<file path="src/rtl/core/avat_pkg.sv">
// ----------------------------------------------------------------------------
// avat_pkg: shared types and constants of the vector angle block
// Tangent table, ratio and angle constants, status structs, FSM codes.
// ----------------------------------------------------------------------------
package avat_pkg;

    // quotient bits produced by the serial divider (ratio is always below 128)
    localparam int DIV_STEPS = 7;

    localparam logic [6:0] Q_FULL    = 7'd127;
    localparam logic [6:0] ANG_RIGHT = 7'd64;
    localparam logic [7:0] ANG_HALF  = 8'h80;

    // tan(k * 45deg / 32) * 127 for k = 1..31, last entry stands for 45 degrees
    localparam logic [6:0] TAN_ROM [32] = '{
        7'd3,   7'd6,   7'd9,   7'd13,  7'd16,  7'd19,  7'd22,  7'd25,
        7'd29,  7'd32,  7'd35,  7'd39,  7'd42,  7'd45,  7'd49,  7'd53,
        7'd56,  7'd60,  7'd64,  7'd68,  7'd72,  7'd76,  7'd80,  7'd85,
        7'd89,  7'd94,  7'd99,  7'd104, 7'd110, 7'd115, 7'd121, 7'd127
    };

    typedef struct packed {
        logic       done;
        logic [6:0] q;
    } t_div_stat;

    typedef struct packed {
        logic       done;
        logic [5:0] oct;
    } t_srch_stat;

    typedef enum logic [3:0] {
        S_IDLE = 4'b0001,
        S_DIV  = 4'b0010,
        S_SRCH = 4'b0100,
        S_HOLD = 4'b1000
    } t_state;

    // magnitude of a signed byte, -128 saturates to 127
    function automatic logic [6:0] avat_mag(input logic [7:0] v);
        logic [7:0] neg;
        neg = 8'd0 - v;
        if (!v[7]) begin
            return v[6:0];
        end
        if (neg[7]) begin
            return Q_FULL;
        end
        return neg[6:0];
    endfunction

endpackage

</file>
<file path="src/rtl/core/avat_in_if.sv">
// ----------------------------------------------------------------------------
// avat_in_if: input vector channel
// Valid/ready handshake carrying one (x, y) vector per item.
// ----------------------------------------------------------------------------
interface avat_in_if;
    logic              valid;
    logic              ready;
    logic signed [7:0] vec_x;
    logic signed [7:0] vec_y;

    modport source (output valid, output vec_x, output vec_y, input ready);
    modport sink   (input valid, input vec_x, input vec_y, output ready);
endinterface

</file>
<file path="src/rtl/core/avat_out_if.sv">
// ----------------------------------------------------------------------------
// avat_out_if: output angle channel
// Valid/ready handshake carrying one angle and its error flag per item.
// ----------------------------------------------------------------------------
interface avat_out_if;
    logic              valid;
    logic              ready;
    logic signed [7:0] angle;
    logic              angle_error;

    modport source (output valid, output angle, output angle_error, input ready);
    modport sink   (input valid, input angle, input angle_error, output ready);
endinterface

</file>
<file path="src/rtl/core/vector_angle_atan2.sv">
// ----------------------------------------------------------------------------
// vector_angle_atan2: angle of a signed 8-bit vector
// Input channel takes (vec_x, vec_y); output channel gives angle and
// angle_error, with 64 standing for 90 degrees and -128 flagging a half turn.
//
// One item is worked on at a time. After acceptance the ratio of the smaller
// magnitude over the larger is formed by a bit-serial divider, then the
// tangent table is walked one entry per cycle, for longer at angles nearer
// 45 degrees; the quadrant is then fixed, the result is registered inside
// the block and is handed on to the output register once that is free.
// The next item is accepted once the block is idle again after hand-over;
// the divider and the table walk set most of the spacing between items.
// The result sits in an output register; the next item is accepted while it
// waits. If the receiver stalls, a finished second result holds inside the
// block and no further item is accepted until the output register frees.
// Reset empties the block; no state carries from one item to the next.
// ----------------------------------------------------------------------------
module vector_angle_atan2 (
    input  logic        i_clk,
    input  logic        i_rst_n,
    avat_in_if.sink     i_in,
    avat_out_if.source  o_out
);
    import avat_pkg::*;

    t_state     r_state;
    logic       r_swap;
    logic       r_xneg;
    logic       r_yneg;
    logic       r_res_err;
    logic [7:0] r_res_ang;
    logic       r_out_valid;
    logic       r_out_err;
    logic [7:0] r_out_ang;

    logic       w_in_acc;
    logic [6:0] w_ax;
    logic [6:0] w_ay;
    logic       w_swap;
    logic [6:0] w_num;
    logic [6:0] w_den;
    logic [6:0] w_fi;
    logic [7:0] w_fi8;
    logic [7:0] w_ang;
    logic       w_err;
    logic       w_out_free;
    logic       w_hand;

    t_div_stat  w_div;
    t_srch_stat w_srch;

    assign w_in_acc = i_in.valid && i_in.ready;
    assign w_ax     = avat_mag(i_in.vec_x);
    assign w_ay     = avat_mag(i_in.vec_y);
    assign w_swap   = w_ay > w_ax;
    assign w_num    = w_swap ? w_ax : w_ay;
    assign w_den    = w_swap ? w_ay : w_ax;

    avat_div u_div (
        .i_clk   (i_clk),
        .i_rst_n (i_rst_n),
        .i_start (w_in_acc),
        .i_num   (w_num),
        .i_den   (w_den),
        .o_stat  (w_div)
    );

    avat_search u_search (
        .i_clk   (i_clk),
        .i_rst_n (i_rst_n),
        .i_start (w_div.done),
        .i_q     (w_div.q),
        .o_stat  (w_srch)
    );

    // mirror about 45 degrees, then fix the quadrant
    assign w_fi  = r_swap ? (ANG_RIGHT - {1'b0, w_srch.oct}) : {1'b0, w_srch.oct};
    assign w_fi8 = {1'b0, w_fi};
    assign w_err = r_xneg && (w_fi == 7'd0);

    always_comb begin
        if (w_err) begin
            w_ang = ANG_HALF;
        end else if (!r_xneg) begin
            w_ang = r_yneg ? (8'd0 - w_fi8) : w_fi8;
        end else begin
            w_ang = r_yneg ? (w_fi8 + ANG_HALF) : (ANG_HALF - w_fi8);
        end
    end

    assign w_out_free = !r_out_valid || o_out.ready;
    assign w_hand     = (r_state == S_HOLD) && w_out_free;

    always_ff @(posedge i_clk) begin
        if (!i_rst_n) begin
            r_state <= S_IDLE;
        end else begin
            unique case (r_state)
                S_IDLE: begin
                    if (w_in_acc) begin
                        r_swap  <= w_swap;
                        r_xneg  <= i_in.vec_x[7];
                        r_yneg  <= i_in.vec_y[7];
                        r_state <= S_DIV;
                    end
                end
                S_DIV: begin
                    if (w_div.done) begin
                        r_state <= S_SRCH;
                    end
                end
                S_SRCH: begin
                    if (w_srch.done) begin
                        r_res_ang <= w_ang;
                        r_res_err <= w_err;
                        r_state   <= S_HOLD;
                    end
                end
                S_HOLD: begin
                    // hand over once the output register is free
                    if (w_out_free) begin
                        r_state <= S_IDLE;
                    end
                end
                default: begin
                    r_state <= S_IDLE;
                end
            endcase
        end
    end

    always_ff @(posedge i_clk) begin
        if (!i_rst_n) begin
            r_out_valid <= 1'b0;
        end else if (w_hand) begin
            r_out_valid <= 1'b1;
            r_out_ang   <= r_res_ang;
            r_out_err   <= r_res_err;
        end else if (o_out.ready) begin
            r_out_valid <= 1'b0;
        end
    end

    assign i_in.ready        = (r_state == S_IDLE);
    assign o_out.valid       = r_out_valid;
    assign o_out.angle       = $signed(r_out_ang);
    assign o_out.angle_error = r_out_err;

    a_acc_to_div: assert property (@(posedge i_clk) disable iff (!i_rst_n)
        w_in_acc |=> (r_state == S_DIV))
        else $error("accepted item did not start the divider phase");

    a_div_phase: assert property (@(posedge i_clk) disable iff (!i_rst_n)
        w_div.done |-> (r_state == S_DIV))
        else $error("divider finished outside its phase");

    a_srch_phase: assert property (@(posedge i_clk) disable iff (!i_rst_n)
        w_srch.done |-> (r_state == S_SRCH))
        else $error("table search finished outside its phase");

    a_err_code: assert property (@(posedge i_clk) disable iff (!i_rst_n)
        (o_out.valid && o_out.angle_error) |-> (r_out_ang == ANG_HALF))
        else $error("half-turn flag without the error angle");

    a_oct_range: assert property (@(posedge i_clk) disable iff (!i_rst_n)
        w_srch.done |-> (w_srch.oct <= 6'd32))
        else $error("octant angle beyond 45 degrees");

endmodule

</file>
<file path="src/rtl/core/avat_div.sv">
// ----------------------------------------------------------------------------
// avat_div: bit-serial ratio unit
// Forms round(127 * num / den) one quotient bit per cycle, restoring style.
// ----------------------------------------------------------------------------
module avat_div (
    input  logic                 i_clk,
    input  logic                 i_rst_n,
    input  logic                 i_start,
    input  logic [6:0]           i_num,
    input  logic [6:0]           i_den,
    output avat_pkg::t_div_stat  o_stat
);
    import avat_pkg::*;

    logic        r_busy;
    logic        r_done;
    logic        r_zero;
    logic        r_full;
    logic [2:0]  r_cnt;
    logic [6:0]  r_rem;
    logic [6:0]  r_dvd;
    logic [6:0]  r_quo;
    logic [6:0]  r_den;

    logic [13:0] w_prod;
    logic [7:0]  w_trial;
    logic        w_fit;
    logic [6:0]  w_round;

    assign w_prod  = {i_num, 7'b0} - {7'b0, i_num};
    assign w_trial = {r_rem, r_dvd[6]};
    assign w_fit   = w_trial >= {1'b0, r_den};
    // round up when the remainder passes half the divisor
    assign w_round = r_quo + {6'b0, (r_rem > (r_den >> 1))};

    always_ff @(posedge i_clk) begin
        if (!i_rst_n) begin
            r_busy <= 1'b0;
            r_done <= 1'b0;
            r_cnt  <= '0;
        end else begin
            r_done <= r_busy && !i_start && (r_cnt == 3'(DIV_STEPS - 1));
            if (i_start) begin
                r_busy <= 1'b1;
                r_cnt  <= '0;
                // high half is already below den since the ratio stays under 128
                r_rem  <= w_prod[13:7];
                r_dvd  <= w_prod[6:0];
                r_quo  <= '0;
                r_den  <= i_den;
                r_zero <= (i_num == 7'd0);
                r_full <= (i_num == i_den);
            end else if (r_busy) begin
                r_dvd <= {r_dvd[5:0], 1'b0};
                r_quo <= {r_quo[5:0], w_fit};
                r_rem <= w_fit ? 7'(w_trial - {1'b0, r_den}) : w_trial[6:0];
                r_cnt <= r_cnt + 3'd1;
                if (r_cnt == 3'(DIV_STEPS - 1)) begin
                    r_busy <= 1'b0;
                end
            end
        end
    end

    assign o_stat.done = r_done;
    assign o_stat.q    = r_zero ? 7'd0 : (r_full ? Q_FULL : w_round);

endmodule

</file>
<file path="src/rtl/core/avat_search.sv">
// ----------------------------------------------------------------------------
// avat_search: serial tangent table search
// Walks the tangent table one entry per cycle, then rounds to the octant angle.
// ----------------------------------------------------------------------------
module avat_search (
    input  logic                 i_clk,
    input  logic                 i_rst_n,
    input  logic                 i_start,
    input  logic [6:0]           i_q,
    output avat_pkg::t_srch_stat o_stat
);
    import avat_pkg::*;

    logic       r_busy;
    logic       r_done;
    logic [4:0] r_idx;
    logic [6:0] r_q;
    logic [6:0] r_prev;
    logic [5:0] r_oct;

    logic [6:0] w_cur;
    logic [6:0] w_diff;
    logic [6:0] w_half;
    logic       w_low;
    logic [5:0] w_idx;
    logic [5:0] w_oct;

    assign w_cur  = TAN_ROM[r_idx];
    assign w_diff = w_cur - r_prev;
    assign w_half = r_prev + (w_diff >> 1);
    assign w_low  = (r_q < w_half) || ((r_q == w_half) && w_diff[0]);
    assign w_idx  = {1'b0, r_idx};

    always_comb begin
        if (w_cur == r_q) begin
            w_oct = w_idx + 6'd1;
        end else if (w_low) begin
            w_oct = w_idx;
        end else begin
            w_oct = w_idx + 6'd1;
        end
    end

    always_ff @(posedge i_clk) begin
        if (!i_rst_n) begin
            r_busy <= 1'b0;
            r_done <= 1'b0;
            r_idx  <= '0;
        end else begin
            r_done <= r_busy && !i_start && (w_cur >= r_q);
            if (i_start) begin
                r_busy <= 1'b1;
                r_idx  <= '0;
                r_prev <= '0;
                r_q    <= i_q;
            end else if (r_busy) begin
                // last entry is 127, so the walk always stops by then
                if (w_cur >= r_q) begin
                    r_busy <= 1'b0;
                    r_oct  <= w_oct;
                end else begin
                    r_prev <= w_cur;
                    r_idx  <= r_idx + 5'd1;
                end
            end
        end
    end

    assign o_stat.done = r_done;
    assign o_stat.oct  = r_oct;

endmodule
</file>
<file path="src/flat_wrapper.sv">
// flat-port wrapper written by rule: the top's interface ports become plain ports
module vector_angle_atan2_flat import avat_pkg::*;
  (i_clk, i_rst_n, i_in_valid, i_in_vec_x, i_in_vec_y, i_in_ready, o_out_valid, o_out_angle, o_out_angle_error, o_out_ready);
  avat_in_if i_in_i ();
  avat_out_if o_out_i ();
  input  logic i_clk;
  input  logic i_rst_n;
  input wire logic [$bits(i_in_i.valid)-1:0] i_in_valid;
  input wire logic [$bits(i_in_i.vec_x)-1:0] i_in_vec_x;
  input wire logic [$bits(i_in_i.vec_y)-1:0] i_in_vec_y;
  output wire logic [$bits(i_in_i.ready)-1:0] i_in_ready;
  output wire logic [$bits(o_out_i.valid)-1:0] o_out_valid;
  output wire logic [$bits(o_out_i.angle)-1:0] o_out_angle;
  output wire logic [$bits(o_out_i.angle_error)-1:0] o_out_angle_error;
  input wire logic [$bits(o_out_i.ready)-1:0] o_out_ready;
  assign i_in_i.valid = i_in_valid;
  assign i_in_i.vec_x = i_in_vec_x;
  assign i_in_i.vec_y = i_in_vec_y;
  assign i_in_ready = i_in_i.ready;
  assign o_out_valid = o_out_i.valid;
  assign o_out_angle = o_out_i.angle;
  assign o_out_angle_error = o_out_i.angle_error;
  assign o_out_i.ready = o_out_ready;
  vector_angle_atan2 u_core (.i_clk(i_clk), .i_rst_n(i_rst_n), .i_in(i_in_i), .o_out(o_out_i));
endmodule
</file>
<file path="config.mk">
export PLATFORM = sky130hd
export DESIGN_NAME = vector_angle_atan2_flat
export DESIGN_NICKNAME = d
export VERILOG_FILES = /design/src/rtl/core/avat_pkg.sv /design/src/rtl/core/avat_in_if.sv /design/src/rtl/core/avat_out_if.sv /design/src/rtl/core/vector_angle_atan2.sv /design/src/rtl/core/avat_div.sv /design/src/rtl/core/avat_search.sv /design/src/flat_wrapper.sv
export SDC_FILE = /design/constraint.sdc
export NUM_CORES = 1
export LEC_CHECK = 0
export BUFFER_PORTS_ARGS = -buffer_cell sky130_fd_sc_hd__buf_2
export CAP_MARGIN = 30
export CORE_MARGIN = 2
export CORE_UTILIZATION = 52
export DETAILED_ROUTE_END_ITERATION = 8
export PLACE_DENSITY = 0.69
export SYNTH_ARGS = -nofsm -noshare
export SYNTH_HDL_FRONTEND = slang
export SYNTH_SLANG_ARGS = --single-unit
</file>
<file path="constraint.sdc">
create_clock -name i_clk -period 17.2 [get_ports i_clk]
set_clock_uncertainty 0.15 [all_clocks]
set_input_delay 1.72 -clock i_clk [delete_from_list [all_inputs] [get_ports i_clk]]
set_output_delay 1.72 -clock i_clk [all_outputs]
set_load 0.01 [all_outputs]
</file>
==> results of run 1 <==
==> cell usage in the layout, fill, tap and decap left out, types with 10 or more instances in the layout <==
cell type	n
edfxtp_1	71
nor2_1	69
ha_1	63
inv_1	59
a21oi_1	47
nand2_1	46
o21ai_0	34
buf_2	30
xnor2_1	24
xor2_1	21
dfxtp_1	17
nand3_1	15
nor2b_1	12
a21o_1	11
a211oi_1	10
a31oi_1	10
nor3_1	10
and2_1	10
nand2b_1	10
==> state kept, by name, summed over array words and instances, names as in the netlist, 3 cells and up <==
name	count
u_core.u_search.r_prev	7
u_core.u_div.r_quo	7
u_core.u_div.r_cnt	3
u_core.r_res_ang	8
u_core.r_state	4
u_core.u_search.r_oct	6
u_core.o_out.angle	8
u_core.u_search.r_q	7
u_core.u_div.r_rem	7
u_core.u_div.r_den	7
u_core.u_div.r_dvd	7
u_core.u_search.r_idx	5
==> routing by layer <==
metal / global-route usage (%) / vias up
met4: 9.02 / 0
met2: 36.4 / 113
met1: 26.8 / 2260
met3: 3.24 / 23
met5: 0 / -
li1: - / 2428
==> final timing paths <==
check | startpoint | to | slack [ps] | cells after the start
setup / recovery | u_core.u_search.r_idx[1] | u_core.u_search.r_oct[1] | 10960 | 24
hold reg to reg | u_core.r_res_ang[0] | u_core.o_out.angle[0] | 260 | 0
hold / removal | u_core.r_res_ang[0] | u_core.o_out.angle[0] | 260 | 0
setup reg to reg | u_core.u_search.r_idx[1] | u_core.u_search.r_oct[1] | 10960 | 24
==> synth_stat cells (4+ instances only) <==
cell type | count | area (um^2)
edfxtp_1 | 71 | 2130
nor2_1 | 69 | 259
ha_1 | 63 | 788
inv_1 | 59 | 221
a21oi_1 | 47 | 235
nand2_1 | 46 | 173
o21ai_0 | 34 | 170
xnor2_1 | 24 | 210
clkbuf_1 | 21 | 78.8
xor2_1 | 21 | 184
dfxtp_1 | 17 | 340
nand3_1 | 15 | 75.1
nor2b_1 | 12 | 75.1
a21o_1 | 11 | 82.6
a211oi_1 | 10 | 75.1
a31oi_1 | 10 | 62.6
and2_1 | 10 | 62.6
nand2b_1 | 10 | 62.6
nor3_1 | 10 | 50.1
mux2i_1 | 9 | 90.1
o21ai_1 | 6 | 30.0
or3_1 | 6 | 37.5
o31ai_1 | 5 | 37.5
and3_1 | 4 | 25.0
nand4_1 | 4 | 25.0
o21a_1 | 4 | 30.0
o21bai_1 | 4 | 30.0
==> kinds of logic after synthesis <==
logic type                 synth area share, %
AOI/OAI and AO/OA                         16.8
xor gates and xnor gates                  6.27
adders and majority gates                 13.5
buffers and inverters                     5.00
DFF                                       39.3
muxes                                     2.21
and+or+nand+nor                           16.9
==> report_power, final <==
part	switching, mW	internal, mW
clock	0.0891	0.116
combinational	0.0672	0.0443
sequential	0.00645	0.244
==> worst max-delay path: stages, from the launching register on <==
cell and delay, ps:
dfxtp_1 590, inv_1 260, ha_1 310, nand2_1 90, o211a_1 150, a21oi_1 40
nand2_1 70, o21ai_0 170, ha_1 290, fa_1 530, inv_1 40, ha_1 220
fa_1 440, a21oi_1 140, nor2_1 50, nor2_1 140, o21bai_1 80, a21oi_1 170
xor2_1 90, ha_1 300, nand4_1 80, or4_1 510, a21o_1 200, a31oi_1 460
mux2_2 410
==> metrics by stage <==
| step | util, % | area, um^2 | hold WS [ps] | instances |
|---|---|---|---|---|
| 2_1_floorplan | - | 6290 | 250 | 668 |
| 3_3_place_gp | 55.0 | 6550 | 251 | 824 |
| 3_5_place_dp | 55.0 | 6550 | 255 | 824 |
| 4_1_cts | 57.6 | 6860 | 265 | 840 |
| 5_1_grt | 57.6 | 6860 | 269 | 840 |
| 6_report | 57.6 | 6860 | 262 | 840 |
==> area by class of cell <==
cell class	count	area, um^2	area share, %
multi-input combinational	497	3500	51.0
clock buffer	9	225	3.28
sequential	88	2470	36.1
tap	147	184	2.68
inverter	60	225	3.28
clock inverter	7	85.1	1.24
timing repair buffer	32	165	2.41
==> flow_summary.json, run 1 <==
{
  "leakagePower_nw": 2.80,
  "area_growth_pct": 9.08,
  "cts.clk_slew.worst_paths_ps": 70,
  "mappedNetlistArea_um2": 6290,
  "pre_cts_ws_ps": 10860,
  "ant_nets": 0,
  "synth-async-reset-ratio_pct": 0,
  "core_area_um2": 11900,
  "post_cts_buffers": 0,
  "post-route-period-util_pct": 36.3,
  "synth_fp_nets": 754,
  "cts_buffers": 9,
  "routabilityCongestion": 0.872,
  "root_buffer": "clkbuf_16",
  "layout_setup_ws_ps": 10960,
  "critPathLaunchType": "register",
  "antenna_found_initial": 0,
  "grt_pass1_vias": 4672,
  "synth_edf_count": 71,
  "row_count": 40,
  "syn-instance-count": 668,
  "drt-met1-wl_um": 5840,
  "drc_errors": 0,
  "port_buffers": 30,
  "hold_buffers": 0,
  "top_layer_used": "met4",
  "seq_area_frac_synth_pct": 39.3,
  "nFillCells": 1007,
  "routedWlPerCell_um": 15.5,
  "antenna_cells": 0,
  "cts_tree": "done",
  "overflow": 0,
  "hold_path.class": "reg2reg",
  "drt_pass1_iterations": 5,
  "clk_latency_ps": 360,
  "worstSetupPathType": "reg2reg",
  "ys_seq_elements": 88,
  "end_kind": "register",
  "peakVddDrop_mv": 0.0530,
  "grt_pass1_wl_um": 21900,
  "die_x_um": 114,
  "fin_tns_setup_ps": 0,
  "viasPerCell": 5.74,
  "critPathArrivalTime_ps": 6200,
  "slew_headroom_pct": 30.7,
  "period_needed_ps": 6240,
  "start_util_pct": 52.8,
  "cts_resized": 0,
  "grt_max_degree": 28,
  "clk_path_buf_depth": 2,
  "finalPower_mw": 0.567,
  "synthFlopType": "edfxtp_1",
  "rsz0062_at_grt": "false",
  "clock-sinks": 88,
  "dieHeight_um": 114,
  "worst_pin_slew_ps": 1040,
  "worstPathRequired_ps": 17160,
  "powerDensity_nw_per_um2": 82.6,
  "layout.nets": 774,
  "wl_um": 13000,
  "gr-usage-all-layers_pct": 21.3,
  "met2_length_um": 6370,
  "setup_viol": 0,
  "report.final.slew_viol_count": 0,
  "io-pin-count": 31,
  "routed-wl-met3_um": 501,
  "drtIter0Drc": 406,
  "layout-drive-gt1-share_pct": 10.2,
  "dieArea_um2": 13000,
  "synth_warnings": 0,
  "h-tree-depth": 3,
  "num_vias": 4824,
  "run_status": "finished clean",
  "max_freq_mhz": 160,
  "cap_violations": 0,
  "synth.distinct_cells": 70,
  "finalHoldViolations": 0,
  "dp_hpwl_um": 9780,
  "critical_path.max_fanout": 12,
  "avgSynthCellArea_um2": 9.41
}
(Power assumes the default switching activity.)
==> inputs of run 2 (changes only) <==
--- a/config.mk
+++ b/config.mk
@@ -10,7 +10,7 @@
 export CORE_MARGIN = 2
 export CORE_UTILIZATION = 52
 export DETAILED_ROUTE_END_ITERATION = 8
-export PLACE_DENSITY = 0.69
+export PLACE_DENSITY = 0.72
 export SYNTH_ARGS = -nofsm -noshare
 export SYNTH_HDL_FRONTEND = slang
 export SYNTH_SLANG_ARGS = --single-unit
==> constraint.sdc (replaced) <==
create_clock -name i_clk -period 5.4 [get_ports i_clk]
set_clock_uncertainty 0.15 [all_clocks]
set_input_delay 0.54 -clock i_clk [delete_from_list [all_inputs] [get_ports i_clk]]
set_output_delay 0.54 -clock i_clk [all_outputs]
set_load 0.01 [all_outputs]
==> flow_summary.json, run 2 (synthesis results as in run 1) <==
{
  "run_status": "finished clean",
  "drt-met1-wl_um": 6190,
  "critPathArrivalTime_ps": 5150,
  "holdPathStages": 0,
  "cts_tree": "done",
  "hold_start": "u_core.r_res_ang[7]",
  "clock-sinks": 88,
  "critPathLaunchType": "register",
  "setup_viol": 0,
  "peakVddDrop_mv": 0.187,
  "antenna_cells": 0,
  "dieHeight_um": 114,
  "routed-wl-met3_um": 333,
  "worstSetupPathType": "reg2reg",
  "slew_headroom_pct": 43.5,
  "grt_pass1_wl_um": 21700,
  "critical_path.max_fanout": 5,
  "worstPathRequired_ps": 5360,
  "cts_buffers": 9,
  "core_area_um2": 11900,
  "overflow": 0,
  "start_util_pct": 52.8,
  "ant_nets": 0,
  "layout_common_cells": "edfxtp_1, nor2_1, ha_1",
  "reg2reg_depth": 22,
  "hold_path.class": "reg2reg",
  "grt_pass1_vias": 4703,
  "hold_path_end": "u_core.o_out.angle[7]",
  "clk_path_buf_depth": 2,
  "powerDensity_nw_per_um2": 250,
  "num_vias": 4941,
  "layout-drive-gt1-share_pct": 15.9,
  "rr_startpoint": "u_core.u_search.r_idx[0]",
  "routabilityCongestion": 0.942,
  "top_layer_used": "met4",
  "leakagePower_nw": 2.92,
  "cts.clk_slew.worst_paths_ps": 70,
  "max_stage_delay_ps": 550,
  "drc_errors": 0,
  "dp_hpwl_um": 10200,
  "nFillCells": 1031,
  "antenna_found_initial": 0,
  "regArea_um2": 2480,
  "drt_pass1_iterations": 5,
  "routedWlPerCell_um": 15.6,
  "crit_chain": "inv_1, buf_4, ha_1, a21oi_1, a31oi_2, buf_4, fa_2, inv_1, ha_2, fa_2, a21oi_2, nor2_1, nor2_1, o21bai_1, a21oi_1, xor2_1, ha_1, nand4_1, or4_4, a21o_1, a31oi_4, mux2_2",
  "period_needed_ps": 5180,
  "end_kind": "register",
  "die_x_um": 114,
  "clk_latency_ps": 350,
  "grt_max_degree": 28,
  "h-tree-depth": 3,
  "r2r_end": "u_core.u_search.r_oct[2]",
  "cap_violations": 0,
  "fin_tns_setup_ps": 0,
  "finalPower_mw": 1.78,
  "root_buffer": "clkbuf_16",
  "max_freq_mhz": 193,
  "finalNonFillerCells": 863,
  "row_count": 40,
  "post-route-period-util_pct": 96.0,
  "drtIter0Drc": 308,
  "report.final.slew_viol_count": 0,
  "wl_um": 13400,
  "viasPerCell": 5.73,
  "io-pin-count": 31,
  "met2_length_um": 6510,
  "worst_pin_slew_ps": 845,
  "critical_path.slowest_cell": "fa_2",
  "postLayoutCoreUtil_pct": 59.8,
  "final_common_cell": "edfxtp_1",
  "critical_path_buf_inv_count": 4,
  "area_growth_pct": 13.3,
  "critPathTopFamily": "adder cells",
  "r2r_setup_slack_ps": 220,
  "multi_input_area_um2": 3590,
  "layout.nets": 797,
  "port_buffers": 30,
  "placed_cells_incl_taps": 844,
  "dieArea_um2": 13000,
  "gr-usage-all-layers_pct": 21.0,
  "finalHoldViolations": 0
}
[run 2: cell count changes in the layout (fill, tap and decap cells not counted), moves of 2 or more]
cell | before | now
a31oi_1 | 10 | 8
buf_4 | 2 | 25
fa_2 | 0 | 2
a21oi_1 | 47 | 43
a21oi_2 | 0 | 4
dfxtp_1 | 17 | 13
ha_4 | 0 | 2
dfxtp_4 | 0 | 3
fa_1 | 3 | 1
ha_1 | 63 | 59
ha_2 | 0 | 2
[run 2: metrics by stage]
| stage | hold slack, ps | area [um^2] | setup WS, ps |
|---|---|---|---|
| after CTS | 269 | 7030 | 5.07 |
| after detailed placement | 255 | 6720 | -21.2 |
| final | 271 | 7120 | 215 |
| after global placement | 251 | 6720 | 141 |
| after floorplan | 250 | 6320 | 1.92 |
| after global routing | 279 | 7120 | -12.4 |
[run 2: worst max-delay path by stage]
stage | slack (ps) | cells past startpoint | end | start
2_1_floorplan | 2 | 25 | u_core.u_search.r_oct[1] | u_core.u_search.r_idx[0]
3_3_place_gp | 140 | 24 | u_core.u_search.r_oct[1] | u_core.u_search.r_idx[1]
3_5_place_dp | -20 | 24 | u_core.u_search.r_oct[1] | u_core.u_search.r_idx[0]
4_1_cts | 5 | 24 | u_core.u_search.r_oct[1] | u_core.u_search.r_idx[1]
5_1_grt | -10 | 23 | u_core.u_search.r_oct[2] | u_core.u_search.r_idx[0]
6_report | 220 | 22 | u_core.u_search.r_oct[2] | u_core.u_search.r_idx[0]
[run 2: per-layer routing]
metal	up-vias	track usage, %
met3	30	2.92
met2	86	35.7
met4	0	9.67
met1	2342	26.5
met5	-	0
li1	2483	-
[run 2: repair_timing]
action                                 in CTS  in global routing
hold buffers                                0                  0
setup endpoints to repair                   2                  6
pin swaps                                   0                 11
gates cloned                                0                  0
setup buffers                               1                  2
resized for setup                           1                 20
endpoints found under the hold margin       0                  0
[run 2: area by class of cell]
class	count	share of cell area [%]
multi-input cells	497	50.4
flip-flops and latches	88	34.9
repair buffers	55	4.75
clock buffers	9	3.16
inverters	60	3.16
well taps	147	2.58
clock inverters	7	1.00
[run 2: report_power, final]
| group | total, mW | switching (mW) | internal [mW] |
|---|---|---|---|
| Combinational | 0.363 | 0.218 | 0.144 |
| Sequential | 0.795 | 0.0201 | 0.775 |
| Clock | 0.624 | 0.298 | 0.326 |
[run 2: worst reg2reg max path: cells and delay by family (launching register included)]
family / cells / cell delay [ps]
AOI/OAI and AO/OA: 7 / 1120
xor gates and xnor gates: 1 / 90
adders and majority gates: 5 / 1610
buffers and inverters: 4 / 470
DFF: 1 / 370
muxes: 1 / 360
and+or+nand+nor: 4 / 780
